File: config.mk
export PLATFORM = sky130hd
export DESIGN_NAME = tone_volume_serial_command_writer
export DESIGN_NICKNAME = d
export VERILOG_FILES = /design/src/sv/tvs_pkg.sv /design/src/sv/tvs_front.sv /design/src/sv/tvs_queue.sv /design/src/sv/tvs_back.sv /design/src/sv/tone_volume_serial_command_writer.sv
export SDC_FILE = /design/constraint.sdc
export NUM_CORES = 1
export LEC_CHECK = 0
export ABC_AREA = 1
export CAP_MARGIN = 20
export CORE_MARGIN = 3
export CORE_UTILIZATION = 54
export CTS_BUF_LIST = sky130_fd_sc_hd__clkbuf_4 sky130_fd_sc_hd__clkbuf_8 sky130_fd_sc_hd__clkbuf_16
export CTS_CLUSTER_SIZE = 30
export DETAILED_ROUTE_END_ITERATION = 6
export DONT_BUFFER_PORTS = 1
export GPL_TIMING_DRIVEN = 0
export PLACE_DENSITY = 0.74
export SLEW_MARGIN = 30
export SYNTH_ARGS = -nofsm -noshare
export SYNTH_HDL_FRONTEND = slang
export SYNTH_SLANG_ARGS = --single-unit
File: constraint.sdc
create_clock -name clk -period 2.4 [get_ports clk]
set_input_delay 0.48 -clock clk [delete_from_list [all_inputs] [get_ports clk]]
set_output_delay 0.48 -clock clk [all_outputs]
set_load 0.02 [all_outputs]
File: src/sv/tvs_pkg.sv
// Shared types, codes and constants of the tone/volume serial command writer.
package tvs_pkg;

  // Input select saturates at this channel number
  localparam int unsigned MAX_CHANNEL = 3;
  localparam int unsigned CH_W        = $clog2(MAX_CHANNEL + 1);
  localparam int unsigned CH_LSB      = 10;

  // Word layout
  localparam int unsigned WORD_W   = 16;
  localparam int unsigned BIT_IDX_W = 4;
  localparam int unsigned ADDR_W   = 4;
  localparam int unsigned VOL_W    = 8;
  localparam int unsigned MAG_W    = 4;
  localparam int unsigned SET_W    = 9;
  localparam int unsigned CMD_W    = 3;

  // Stream payload widths
  localparam int unsigned IN_TDATA_W  = 16;
  localparam int unsigned OUT_TDATA_W = 8;

  // Configuration port
  localparam int unsigned CFG_IDX_W  = 3;
  localparam int unsigned CFG_DATA_W = 16;
  localparam logic [CFG_IDX_W-1:0] CFG_CHIP_ADDRESS     = 3'd0;
  localparam logic [CFG_IDX_W-1:0] CFG_LEAD_TICKS       = 3'd1;
  localparam logic [CFG_IDX_W-1:0] CFG_CLOCK_HIGH_TICKS = 3'd2;
  localparam logic [CFG_IDX_W-1:0] CFG_CLOCK_LOW_TICKS  = 3'd3;
  localparam logic [CFG_IDX_W-1:0] CFG_GAP_TICKS        = 3'd4;

  // Command codes
  localparam logic [CMD_W-1:0] CMD_INPUT    = 3'd0;
  localparam logic [CMD_W-1:0] CMD_TREBLE   = 3'd1;
  localparam logic [CMD_W-1:0] CMD_BASS     = 3'd2;
  localparam logic [CMD_W-1:0] CMD_VOL_BOTH = 3'd3;
  localparam logic [CMD_W-1:0] CMD_VOL_B    = 3'd4;
  localparam logic [CMD_W-1:0] CMD_VOL_A    = 3'd5;
  localparam logic [CMD_W-1:0] CMD_MUTE     = 3'd6;

  // Chip register numbers, placed in bits 7..4
  localparam logic [3:0] REG_VOL_A  = 4'd0;
  localparam logic [3:0] REG_VOL_B  = 4'd1;
  localparam logic [3:0] REG_INPUT  = 4'd2;
  localparam logic [3:0] REG_TREBLE = 4'd3;
  localparam logic [3:0] REG_BASS   = 4'd4;

  localparam logic [VOL_W-1:0] MUTE_CODE = 8'hff;
  localparam logic [MAG_W-1:0] MAG_MAX   = 4'hf;

  // Command queue depth (power of two)
  localparam int unsigned QUEUE_DEPTH = 2;
  localparam int unsigned QPTR_W      = $clog2(QUEUE_DEPTH);
  localparam int unsigned QCNT_W      = $clog2(QUEUE_DEPTH + 1);

  // One classified command: the words to send
  typedef struct packed {
    logic [WORD_W-1:0] word0;
    logic [WORD_W-1:0] word1;
    logic              two_words;
  } tvs_cmd_t;

  // Queue status seen by the front and the back
  typedef struct packed {
    logic full;
    logic not_empty;
  } tvs_qstat_t;

endpackage

File: src/sv/tvs_front.sv
// Front end: accepts commands, holds the chip address and builds the words.
module tvs_front (
  input  logic                          clk,
  input  logic                          rst_n,
  input  logic                          cfg_valid,
  output logic                          cfg_ready,
  input  logic [tvs_pkg::CFG_IDX_W-1:0] cfg_index,
  input  logic [tvs_pkg::CFG_DATA_W-1:0] cfg_data,
  input  logic                          in_tvalid,
  output logic                          in_tready,
  input  logic [tvs_pkg::CMD_W-1:0]     cmd,
  input  logic signed [tvs_pkg::SET_W-1:0] setting,
  input  tvs_pkg::tvs_qstat_t           qstat,
  output logic                          push,
  output tvs_pkg::tvs_cmd_t             push_cmd
);
  import tvs_pkg::*;

  logic [ADDR_W-1:0] chip_addr_r, chip_addr_nxt;
  logic [SET_W-1:0]  abs_set;
  logic [MAG_W-1:0]  mag;
  logic [CH_W-1:0]   chan;
  logic [VOL_W-1:0]  vol;
  logic              cmd_ok;

  // Chip address is the only register that shapes a word; tick counts only
  // describe link timing and are taken without effect.
  assign cfg_ready = 1'b1;

  always_comb begin
    chip_addr_nxt = chip_addr_r;
    if (cfg_valid && cfg_index == CFG_CHIP_ADDRESS) begin
      chip_addr_nxt = cfg_data[ADDR_W-1:0];
    end
  end

  always_ff @(posedge clk) begin
    if (!rst_n) begin
      chip_addr_r <= '0;
    end else begin
      chip_addr_r <= chip_addr_nxt;
    end
  end

  // Saturate the channel to 0..MAX_CHANNEL
  always_comb begin
    if (setting[SET_W-1]) begin
      chan = '0;
    end else if (setting > $signed(SET_W'(MAX_CHANNEL))) begin
      chan = CH_W'(MAX_CHANNEL);
    end else begin
      chan = setting[CH_W-1:0];
    end
  end

  // Tone magnitude, saturated to four bits
  assign abs_set = setting[SET_W-1] ? (~setting + 1'b1) : setting;
  assign mag     = (abs_set > SET_W'(MAG_MAX)) ? MAG_MAX : abs_set[MAG_W-1:0];
  assign vol     = (cmd == CMD_MUTE) ? MUTE_CODE : setting[VOL_W-1:0];

  // Classify and build the word pair
  always_comb begin
    cmd_ok             = 1'b1;
    push_cmd.word0     = '0;
    push_cmd.word1     = '0;
    push_cmd.two_words = 1'b0;
    unique case (cmd) inside
      CMD_INPUT: begin
        push_cmd.word0 = (WORD_W'(chan) << CH_LSB) | {8'h00, REG_INPUT, chip_addr_r};
      end
      CMD_TREBLE: begin
        push_cmd.word0 = {~setting[SET_W-1], mag, 1'b1, 2'b00, REG_TREBLE, chip_addr_r};
      end
      CMD_BASS: begin
        push_cmd.word0 = {~setting[SET_W-1], mag, 1'b0, 2'b00, REG_BASS, chip_addr_r};
      end
      CMD_VOL_BOTH, CMD_MUTE: begin
        push_cmd.word0     = {vol, REG_VOL_A, chip_addr_r};
        push_cmd.word1     = {vol, REG_VOL_B, chip_addr_r};
        push_cmd.two_words = 1'b1;
      end
      CMD_VOL_B: begin
        push_cmd.word0 = {vol, REG_VOL_B, chip_addr_r};
      end
      CMD_VOL_A: begin
        push_cmd.word0 = {vol, REG_VOL_A, chip_addr_r};
      end
      default: begin
        cmd_ok = 1'b0;
      end
    endcase
  end

  // Take a transfer whenever the queue has room; drop undefined commands
  assign in_tready = !qstat.full;
  assign push      = in_tvalid && in_tready && cmd_ok;

endmodule

File: src/sv/tvs_queue.sv
// Short command queue between the front end and the serializer.
module tvs_queue (
  input  logic              clk,
  input  logic              rst_n,
  input  logic              push,
  input  tvs_pkg::tvs_cmd_t push_cmd,
  input  logic              pop,
  output tvs_pkg::tvs_cmd_t head_cmd,
  output tvs_pkg::tvs_qstat_t qstat
);
  import tvs_pkg::*;

  tvs_cmd_t          entry_r [QUEUE_DEPTH];
  logic [QPTR_W-1:0] wr_ptr_r, wr_ptr_nxt;
  logic [QPTR_W-1:0] rd_ptr_r, rd_ptr_nxt;
  logic [QCNT_W-1:0] count_r, count_nxt;

  assign qstat.full      = (count_r == QCNT_W'(QUEUE_DEPTH));
  assign qstat.not_empty = (count_r != '0);
  assign head_cmd        = entry_r[rd_ptr_r];

  // Advance pointers and occupancy
  always_comb begin
    wr_ptr_nxt = wr_ptr_r + QPTR_W'(push);
    rd_ptr_nxt = rd_ptr_r + QPTR_W'(pop);
    count_nxt  = count_r + QCNT_W'(push) - QCNT_W'(pop);
  end

  always_ff @(posedge clk) begin
    if (!rst_n) begin
      wr_ptr_r <= '0;
      rd_ptr_r <= '0;
      count_r  <= '0;
    end else begin
      wr_ptr_r <= wr_ptr_nxt;
      rd_ptr_r <= rd_ptr_nxt;
      count_r  <= count_nxt;
    end
  end

  // Store the incoming command
  always_ff @(posedge clk) begin
    if (push) begin
      entry_r[wr_ptr_r] <= push_cmd;
    end
  end

endmodule

File: src/sv/tvs_back.sv
// Back end: shifts out queued words one bit cell per transfer, MSB first.
module tvs_back (
  input  logic                            clk,
  input  logic                            rst_n,
  input  tvs_pkg::tvs_qstat_t             qstat,
  input  tvs_pkg::tvs_cmd_t               head_cmd,
  output logic                            pop,
  output logic                            out_tvalid,
  input  logic                            out_tready,
  output logic [tvs_pkg::OUT_TDATA_W-1:0] out_tdata,
  output logic                            out_tlast
);
  import tvs_pkg::*;

  logic                 busy_r, busy_nxt;
  logic [WORD_W-1:0]    word0_r, word0_nxt;
  logic [WORD_W-1:0]    word1_r, word1_nxt;
  logic                 two_r, two_nxt;
  logic                 wsel_r, wsel_nxt;
  logic [BIT_IDX_W-1:0] bit_r, bit_nxt;
  logic                 ovalid_r, ovalid_nxt;
  logic                 odata_r, odata_nxt;
  logic [BIT_IDX_W-1:0] opos_r, opos_nxt;
  logic                 oword_r, oword_nxt;
  logic                 oend_r, oend_nxt;
  logic                 olast_r, olast_nxt;
  logic                 adv;
  logic                 word_done;
  logic                 cmd_done;
  logic [WORD_W-1:0]    cur_word;

  assign adv       = !ovalid_r || out_tready;
  assign cur_word  = wsel_r ? word1_r : word0_r;
  assign word_done = (bit_r == '0);
  assign cmd_done  = word_done && (wsel_r || !two_r);
  // Load the next command in the cycle the current one sends its last cell
  assign pop       = adv && qstat.not_empty && (!busy_r || cmd_done);

  always_comb begin
    busy_nxt   = busy_r;
    word0_nxt  = word0_r;
    word1_nxt  = word1_r;
    two_nxt    = two_r;
    wsel_nxt   = wsel_r;
    bit_nxt    = bit_r;
    ovalid_nxt = ovalid_r;
    odata_nxt  = odata_r;
    opos_nxt   = opos_r;
    oword_nxt  = oword_r;
    oend_nxt   = oend_r;
    olast_nxt  = olast_r;
    if (adv) begin
      // Emit one bit cell into the output register
      ovalid_nxt = busy_r;
      odata_nxt  = cur_word[bit_r];
      opos_nxt   = bit_r;
      oword_nxt  = wsel_r;
      oend_nxt   = word_done;
      olast_nxt  = cmd_done;
      if (busy_r) begin
        if (!word_done) begin
          bit_nxt = bit_r - 1'b1;
        end else if (!cmd_done) begin
          wsel_nxt = 1'b1;
          bit_nxt  = '1;
        end else begin
          busy_nxt = 1'b0;
        end
      end
      if (pop) begin
        busy_nxt  = 1'b1;
        word0_nxt = head_cmd.word0;
        word1_nxt = head_cmd.word1;
        two_nxt   = head_cmd.two_words;
        wsel_nxt  = 1'b0;
        bit_nxt   = '1;
      end
    end
  end

  always_ff @(posedge clk) begin
    if (!rst_n) begin
      busy_r   <= 1'b0;
      ovalid_r <= 1'b0;
    end else begin
      busy_r   <= busy_nxt;
      ovalid_r <= ovalid_nxt;
    end
  end

  always_ff @(posedge clk) begin
    word0_r <= word0_nxt;
    word1_r <= word1_nxt;
    two_r   <= two_nxt;
    wsel_r  <= wsel_nxt;
    bit_r   <= bit_nxt;
    odata_r <= odata_nxt;
    opos_r  <= opos_nxt;
    oword_r <= oword_nxt;
    oend_r  <= oend_nxt;
    olast_r <= olast_nxt;
  end

  assign out_tvalid = ovalid_r;
  assign out_tdata  = {1'b0, oend_r, oword_r, opos_r, odata_r};
  assign out_tlast  = olast_r;

endmodule

File: src/sv/tone_volume_serial_command_writer.sv
// Top level of the tone/volume serial command writer.
// Each accepted command is turned into one or two 16-bit register words for the
// audio chip and sent out as one transfer per serial bit cell, MSB first: input
// select, treble, bass and single volume commands give 16 transfers, volume
// both and mute give 32 (register A, then B), and command 7 gives none. The
// serializer sends one bit cell per clock while the receiver is ready, and
// consecutive commands follow back to back. A two-entry queue sits between the
// command front end and the serializer, so while output is stalled up to two
// commands wait there besides the one the serializer holds. Only the chip
// address register affects the words; the tick count registers are accepted
// and change no result.
module tone_volume_serial_command_writer (
  input  logic                            clk,
  input  logic                            rst_n,
  // Configuration write channel
  input  logic                            cfg_valid,
  output logic                            cfg_ready,
  input  logic [tvs_pkg::CFG_IDX_W-1:0]   cfg_index,
  input  logic [tvs_pkg::CFG_DATA_W-1:0]  cfg_data,
  // Command stream
  input  logic                            in_tvalid,
  output logic                            in_tready,
  input  logic [tvs_pkg::IN_TDATA_W-1:0]  in_tdata,   // [2:0] command, [11:3] setting
  // Bit cell stream
  output logic                            out_tvalid,
  input  logic                            out_tready,
  output logic [tvs_pkg::OUT_TDATA_W-1:0] out_tdata,  // [0] data_bit, [4:1] bit_position,
                                                      // [5] word_number, [6] word_end
  output logic                            out_tlast   // last
);
  import tvs_pkg::*;

  tvs_qstat_t qstat;
  tvs_cmd_t   push_cmd;
  tvs_cmd_t   head_cmd;
  logic       push;
  logic       pop;

  tvs_front u_front (
    .clk       (clk),
    .rst_n     (rst_n),
    .cfg_valid (cfg_valid),
    .cfg_ready (cfg_ready),
    .cfg_index (cfg_index),
    .cfg_data  (cfg_data),
    .in_tvalid (in_tvalid),
    .in_tready (in_tready),
    .cmd       (in_tdata[CMD_W-1:0]),
    .setting   (in_tdata[CMD_W+SET_W-1:CMD_W]),
    .qstat     (qstat),
    .push      (push),
    .push_cmd  (push_cmd)
  );

  tvs_queue u_queue (
    .clk      (clk),
    .rst_n    (rst_n),
    .push     (push),
    .push_cmd (push_cmd),
    .pop      (pop),
    .head_cmd (head_cmd),
    .qstat    (qstat)
  );

  tvs_back u_back (
    .clk        (clk),
    .rst_n      (rst_n),
    .qstat      (qstat),
    .head_cmd   (head_cmd),
    .pop        (pop),
    .out_tvalid (out_tvalid),
    .out_tready (out_tready),
    .out_tdata  (out_tdata),
    .out_tlast  (out_tlast)
  );

endmodule

==> impl_metrics.toml, run 1 <==
[synth]
ys_seq_elements = 107
yosysWarnings = 0
ys_top_cells_by_area = "edfxtp_1 (62%), nand2_1 (13%), dfxtp_1 (4.2%)"
synth_nets = 515
synth_top_area_cell = "edfxtp_1"
syn_area_um2 = 4720
synth_edf_count = 97
netlist.area_leader.share_pct = 61.7
synth.most_common_cell = "nand2_1"
syn_area_per_cell_um2 = 10.1
synth_common_cells = "nand2_1 (166), edfxtp_1 (97), inv_1 (47)"
synthFlopType = "edfxtp_1"
syn_inst = 468
ys_seq_area_share_pct = 65.9
async_flop_share_pct = 0
synthDistinctLibCells = 29

[place]
dp_cells = 573
place_hpwl_um = 5950
gp_congestion = 0.931
io_buffers = 0
pre_cts_slack_ns = -0.229

[global_routing]
busiest_layer = "met2"
grt_pass1_vias = 3023
grt_max_degree = 29
use_met2_pct = 29.9
use_met1_pct = 23.5
use_met3_pct = 3.51
grt_usage_pct = 18.2
grt_pass1_wl_um = 13900
antenna_found_initial = 0
overflow = 0

[finish]
num_antenna_cells = 0
final_cells = 599
n_fill_cell = 677
areaGrowthSynthToFinish_pct = 8.53
layout.nets = 536
post-route-util_pct = 61.5
drive_above_1_share_pct = 11.1
final-seq-area_um2 = 3110
multi_input_area_um2 = 1350

[detailed_routing]
routed_wl_um = 8390
firstDrtPassIters = 4
vias_per_cell = 5.18
vias = 3105
drt-wirelength-per-cell_um = 14.0
drc = 0
ant_nets = 0
drtIter0Drc = 208

[clock_tree]
cts_root_buffer = "clkbuf_8"
clkTransAtPathRegs_ns = 0.10
clk_path_buf_depth = 2
tritoncts = "built"
cts_sinks = 107
cts_made_buffers = 9
clkLatencyLatePin_ns = 0.37
htree_num_levels = 3
cts_hold_buffers = 0

[critical_path]
path_class = "reg2reg"
cp_max_fo = 5
reg2reg_from = "u_back.bit_r[0]"
r2r_slack_ns = 0.11
cp-start-kind = "flop"
worstRegToRegCells = 14
required_ns = 2.67
endpoint = "u_queue.count_r[1]"
cp-end-kind = "flop"
crit_start = "u_back.bit_r[0]"
r2r-end = "u_queue.count_r[1]"
worstPathArrival_ns = 2.56

[floorplanning]
start_util_pct = 56.6
die_area_um2 = 9910
core-area_um2 = 8340
num_rows = 33
ios = 52
die_y_um = 99.5
die_w_um = 99.5

[pwr]
vdd_ir_drop_max_mv = 0.429
p_per_area_nw_per_um2 = 1070
leakagePower_nw = 2.16

[sta]
skew_ns = 0.0183
period_share_pct = 95.4
period_needed_ns = 2.29
whs_ns = 0.201
drv_slew = 0
setup_viol_count_final = 0
layout_setup_ws_ns = 0.111
worst-slew-pin-transition_ns = 0.708
hold_viol_final = 0
slew_headroom_pct = 52.4
setup_tns_ns = 0
fmax_mhz = 437

[outcome]
status = "finished clean"

[run]
cap_violations = 0

[min_path]
hold_class = "in2reg"
-- worst min path at each step --
stage                         end  cells after the start  slack, ns          startpoint
2_1_floorplan  u_queue.count_r[1]                      1       0.42  u_queue.count_r[1]
3_3_place_gp   u_queue.count_r[1]                      1       0.43  u_queue.count_r[1]
3_5_place_dp   u_queue.count_r[1]                      1       0.45  u_queue.count_r[1]
4_1_cts        u_queue.count_r[0]                      2       0.19               rst_n
5_1_grt        u_queue.count_r[0]                      2       0.18               rst_n
6_report       u_queue.count_r[0]                      2       0.20               rst_n
-- flip-flops by register name, summed over array words and instances, names as in the netlist, 2 cells and up --
name	flops
u_queue.entry_r	56
u_back.word0_r	15
u_back.word1_r	13
u_back.bit_r	4
u_back.opos_r	4
u_front.chip_addr_r	4
u_queue.count_r	2
-- cell families (layout without fill, tap and decap cells) --
| kind of cell | after synthesis | count (layout) | share of synthesized area [%] |
|---|---|---|---|
| flops | 107 | 107 | 65.9 |
| buf+inv | 68 | 94 | 5.91 |
| simple gates | 231 | 231 | 19.8 |
| fa+ha+maj | 7 | 7 | 1.85 |
| xor+xnor | 3 | 3 | 0.556 |
| compound gates | 50 | 50 | 5.83 |
| other cells | 2 | 2 | 0.159 |
-- power by group --
part | internal [mW] | total, mW | switching [mW] | leakage, nW
logic | 0.528 | 1.57 | 1.04 | 1.06
registers | 2.71 | 2.96 | 0.245 | 1.01
clock network | 0.382 | 0.979 | 0.597 | 0.0848
total | 3.62 | 5.51 | 1.88 | 2.16
-- critical path, stage by stage (launching register included) --
cell      delay [ns]
edfxtp_1        0.45
inv_2           0.12
ha_2            0.20
nand2_1         0.09
nor2_4          0.12
o21ai_2         0.08
nand2_1         0.12
nand2_2         0.11
inv_2           0.09
ha_1            0.22
inv_1           0.05
ha_1            0.14
xor2_1          0.20
buf_4           0.14
a21oi_1         0.05
-- placed cells by master, fill, tap and decap left out, types with 5 or more instances in the layout --
master | netlist | layout
inv_2 | 7 | 9
buf_4 | 6 | 16
clkbuf_1 | 5 | 5
nand3_1 | 16 | 16
o21ai_0 | 25 | 25
edfxtp_1 | 97 | 97
dfxtp_1 | 10 | 10
clkbuf_8 | 0 | 9
o211ai_1 | 5 | 5
a21oi_1 | 13 | 13
nor2_1 | 35 | 35
nand2_1 | 166 | 166
inv_1 | 47 | 44
-- per-layer routing --
metal  vias up  share of wire (%)
met3        17                5.2
met5         -                  0
met2        91                 49
met4         0                3.0
li1       1576                  -
met1      1421                 43
-- through the flow --
stage | instance area (um^2) | power, mW
3_5_place_dp | 4860 | 4.39
4_1_cts | 5060 | 5.38
5_1_grt | 5130 | 5.88
3_3_place_gp | 4860 | 4.33
6_report | 5130 | 5.51
2_1_floorplan | 4720 | 4.00
-- what timing repair did --
| item | 4_1_cts | 5_1_grt |
|---|---|---|
| setup buffers | 2 | 8 |
| resized for setup | 1 | 5 |
| cloned | 0 | 0 |
| pin swaps | 0 | 2 |
| hold endpoints to repair | 0 | 0 |
| setup endpoints to repair | 29 | 29 |
-- cell type report --
class,count,area share (%)
Buffer,14,1.49
Clock buffer,9,2.42
Clock inverter,7,1.02
Inverter,54,4.03
Multi-Input combinational cell,293,26.3
Sequential cell,107,60.7
Tap cell,105,2.56
Timing Repair Buffer,10,1.46
Power figures use the tool's default switching activity.
==> run 2, diff against run 1 <==
Settings changed: SYNTH_HIERARCHICAL set to 1.
==> run 2 against run 1 <==
Non-clock buffer count down 1. Power up 50%. Register-to-register slack better by 0.08 ns. Largest cell class unchanged.
==> impl_metrics.toml, run 2 <==
[finish]
final_cell_mix = "edfxtp_1 (112), nand2_1 (97), inv_1 (48)"
drive_above_1_share_pct = 24.4
final_common_cell = "edfxtp_1"
final_cells = 634
top_register = "u_queue/entry_r"
multi_input_area_um2 = 1620
n_fill_cell = 667
largest_reg_flops = 66
areaGrowthSynthToFinish_pct = 15.5
post-route-util_pct = 65.2
layout.nets = 535
top_regs = "u_queue/entry_r: 66 flops, u_back/word0_r: 16 flops, u_back/word1_r: 16 flops"
num_antenna_cells = 0
final-seq-area_um2 = 3580

[synth]
synthFlopType = "edfxtp_1"
ys_top_cells_by_area = "edfxtp_1 (60%), mux2_4 (8.0%), nand2_1 (6.5%)"
netlist.area_leader.share_pct = 59.9
synthSimpleGateAreaFrac_pct = 14.6
yosysWarnings = 6
ys_seq_area_share_pct = 63.8
synth.most_common_cell = "edfxtp_1"
syn_area_um2 = 5620
synthMuxAreaShare_pct = 8.62
synth_top_family_by_area = "simple AND/OR/NAND/NOR gates"
syn_inst = 462
synth_top_area_cell = "edfxtp_1"
synth_common_cells = "edfxtp_1 (112), nand2_1 (97), inv_1 (51)"
synth_compound_area_share_pct = 2.92
syn_area_per_cell_um2 = 12.2
synthDistinctLibCells = 36
synthAdderAreaFrac_pct = 1.56
async_flop_share_pct = 0
synth-xor-area-share_pct = 0.623
synth_edf_count = 112
ys_seq_elements = 123

[critical_path]
reg2reg_from = "u_back/bit_r[0]"
cp_max_fo = 33
crit_buf_inv = 3
cpMostUsedCell = "nand2_2"
r2r_slack_ns = 0.19
endpoint = "u_back/word0_r[15]"
r2r-end = "u_back/word0_r[15]"
cp-start-kind = "flop"
critical_path.cell_chain = "buf_4 > inv_4 > ha_1 > nand2_2 > nor2_4 > nand2_2 > nand2_2 > nand3_4 > inv_2"
path_class = "reg2reg"
critical-path-max-stage-delay_ns = 0.54
required_ns = 2.54
slowest_stage = "inv_2"
worstRegToRegCells = 9
critPathTopFamily = "buffers and inverters"
cp-end-kind = "flop"
crit_cells = 9
crit_start = "u_back/bit_r[0]"
worstPathArrival_ns = 2.35

[place]
gp_congestion = 0.838
dp_cells = 600
io_buffers = 0
place_hpwl_um = 6520

[pwr]
leakagePower_nw = 2.69
vdd_ir_drop_max_mv = 0.551
p_per_area_nw_per_um2 = 1270

[min_path]
hold_class = "in2reg"

[clock_tree]
cts_sinks = 123
cts_hold_buffers = 0
htree_num_levels = 4
cts_made_buffers = 17
clkLatencyLatePin_ns = 0.51
clk_path_buf_depth = 2
tritoncts = "built"
clkTransAtPathRegs_ns = 0.06
cts_root_buffer = "clkbuf_8"

[floorplanning]
die_y_um = 108
num_rows = 36
die_w_um = 108
core-area_um2 = 9950
ios = 52
die_area_um2 = 11700
start_util_pct = 56.4

[detailed_routing]
vias = 3295
firstDrtPassIters = 5
drtIter0Drc = 189
ant_nets = 0
drt-wirelength-per-cell_um = 16.1
drc = 0
routed_wl_um = 10200
vias_per_cell = 5.20

[global_routing]
grt_max_degree = 34
grt_pass1_vias = 3379
overflow = 0
grt_pass1_wl_um = 16600
grt_usage_pct = 19.2
antenna_found_initial = 0

[sta]
drv_slew = 0
period_needed_ns = 2.21
period_share_pct = 92.2
fmax_mhz = 452
worst-slew-pin-transition_ns = 0.700
hold_viol_final = 0
setup_viol_count_final = 0
slew_headroom_pct = 53.3
skew_ns = 0.0127

[run]
cap_violations = 0

[outcome]
status = "finished clean"
## run 2: cell types whose count changed in the layout (fill, tap and decap cells not counted), moves of 8 or more
cell,change
nand2_1,-69
clkbuf_8,-8
nand3_1,+23
clkbuf_16,+16
edfxtp_1,+15
o21ai_0,-16
mux2_4,+30
## run 2: metal layers
layer  up-vias  global-route usage (%)  part of all wire, %
met1      1596                    23.4                   43
met3        10                    5.67                  4.1
met2        87                    32.5                   51
met4         0                    7.03                  1.2
li1       1602                       -                    -
met5         -                       0                    0
## run 2: how the worst min path moves through the flow
stage | from | end | slack, ns | cells after the start
finish | rst_n | u_queue/count_r[0] | 0.06 | 2
global route | rst_n | u_back/busy_r | 0.06 | 2
CTS | rst_n | u_queue/count_r[0] | 0.05 | 2
detailed placement | u_back/bit_r[0] | u_back/opos_r[0] | 0.44 | 0
global placement | u_back/bit_r[0] | u_back/opos_r[0] | 0.43 | 0
floorplan | u_back/bit_r[0] | u_back/opos_r[0] | 0.42 | 0
## run 2: timing repair
action | 4_1_cts | 5_1_grt
gates resized for setup | 1 | 5
setup buffers | 0 | 2
pin swaps | 0 | 0
endpoints found under the setup margin | 1 | 34
## run 2: area by class of cell
cell class,count,share of cell area [%]
clock inverter,15,3.26
tap,133,2.56
multi-input combinational,263,25.0
inverter,60,3.62
timing repair buffer,4,0.848
sequential,123,55.2
buffer,19,3.12
clock buffer,17,6.38
## run 2: report_power, final
part	leakage [nW]	switching (mW)	internal, mW
combinational	1.23	1.21	0.931
sequential	1.16	0.288	3.14
clock	0.298	0.978	1.71
total	2.69	2.48	5.78
## run 2: cell families (layout without fill, tap and decap cells)
logic type / Yosys count / count (layout)
other: 3 / 6
multiplexers: 33 / 33
adder cells (fa/ha/maj): 7 / 7
AND/OR/NAND/NOR: 185 / 185
buffers and inverters: 79 / 115
XOR/XNOR: 4 / 4
flip-flops: 123 / 123
AO/OA/AOI/OAI: 28 / 28
## run 2: through the flow
step	hold WS, ns	worst slack (ns)	TNS, ns	cell area [um^2]	total power [mW]
floorplan	0.421	0.105	0	5630	5.03
global placement	0.429	-0.330	-29.40	5800	5.40
global route	0.0603	-0.00213	-0.00213	6490	8.65
detailed placement	0.437	-0.00707	-0.00707	5840	5.51
finish	0.0608	0.187	0	6490	8.25
CTS	0.0451	0.0214	0	6470	8.24
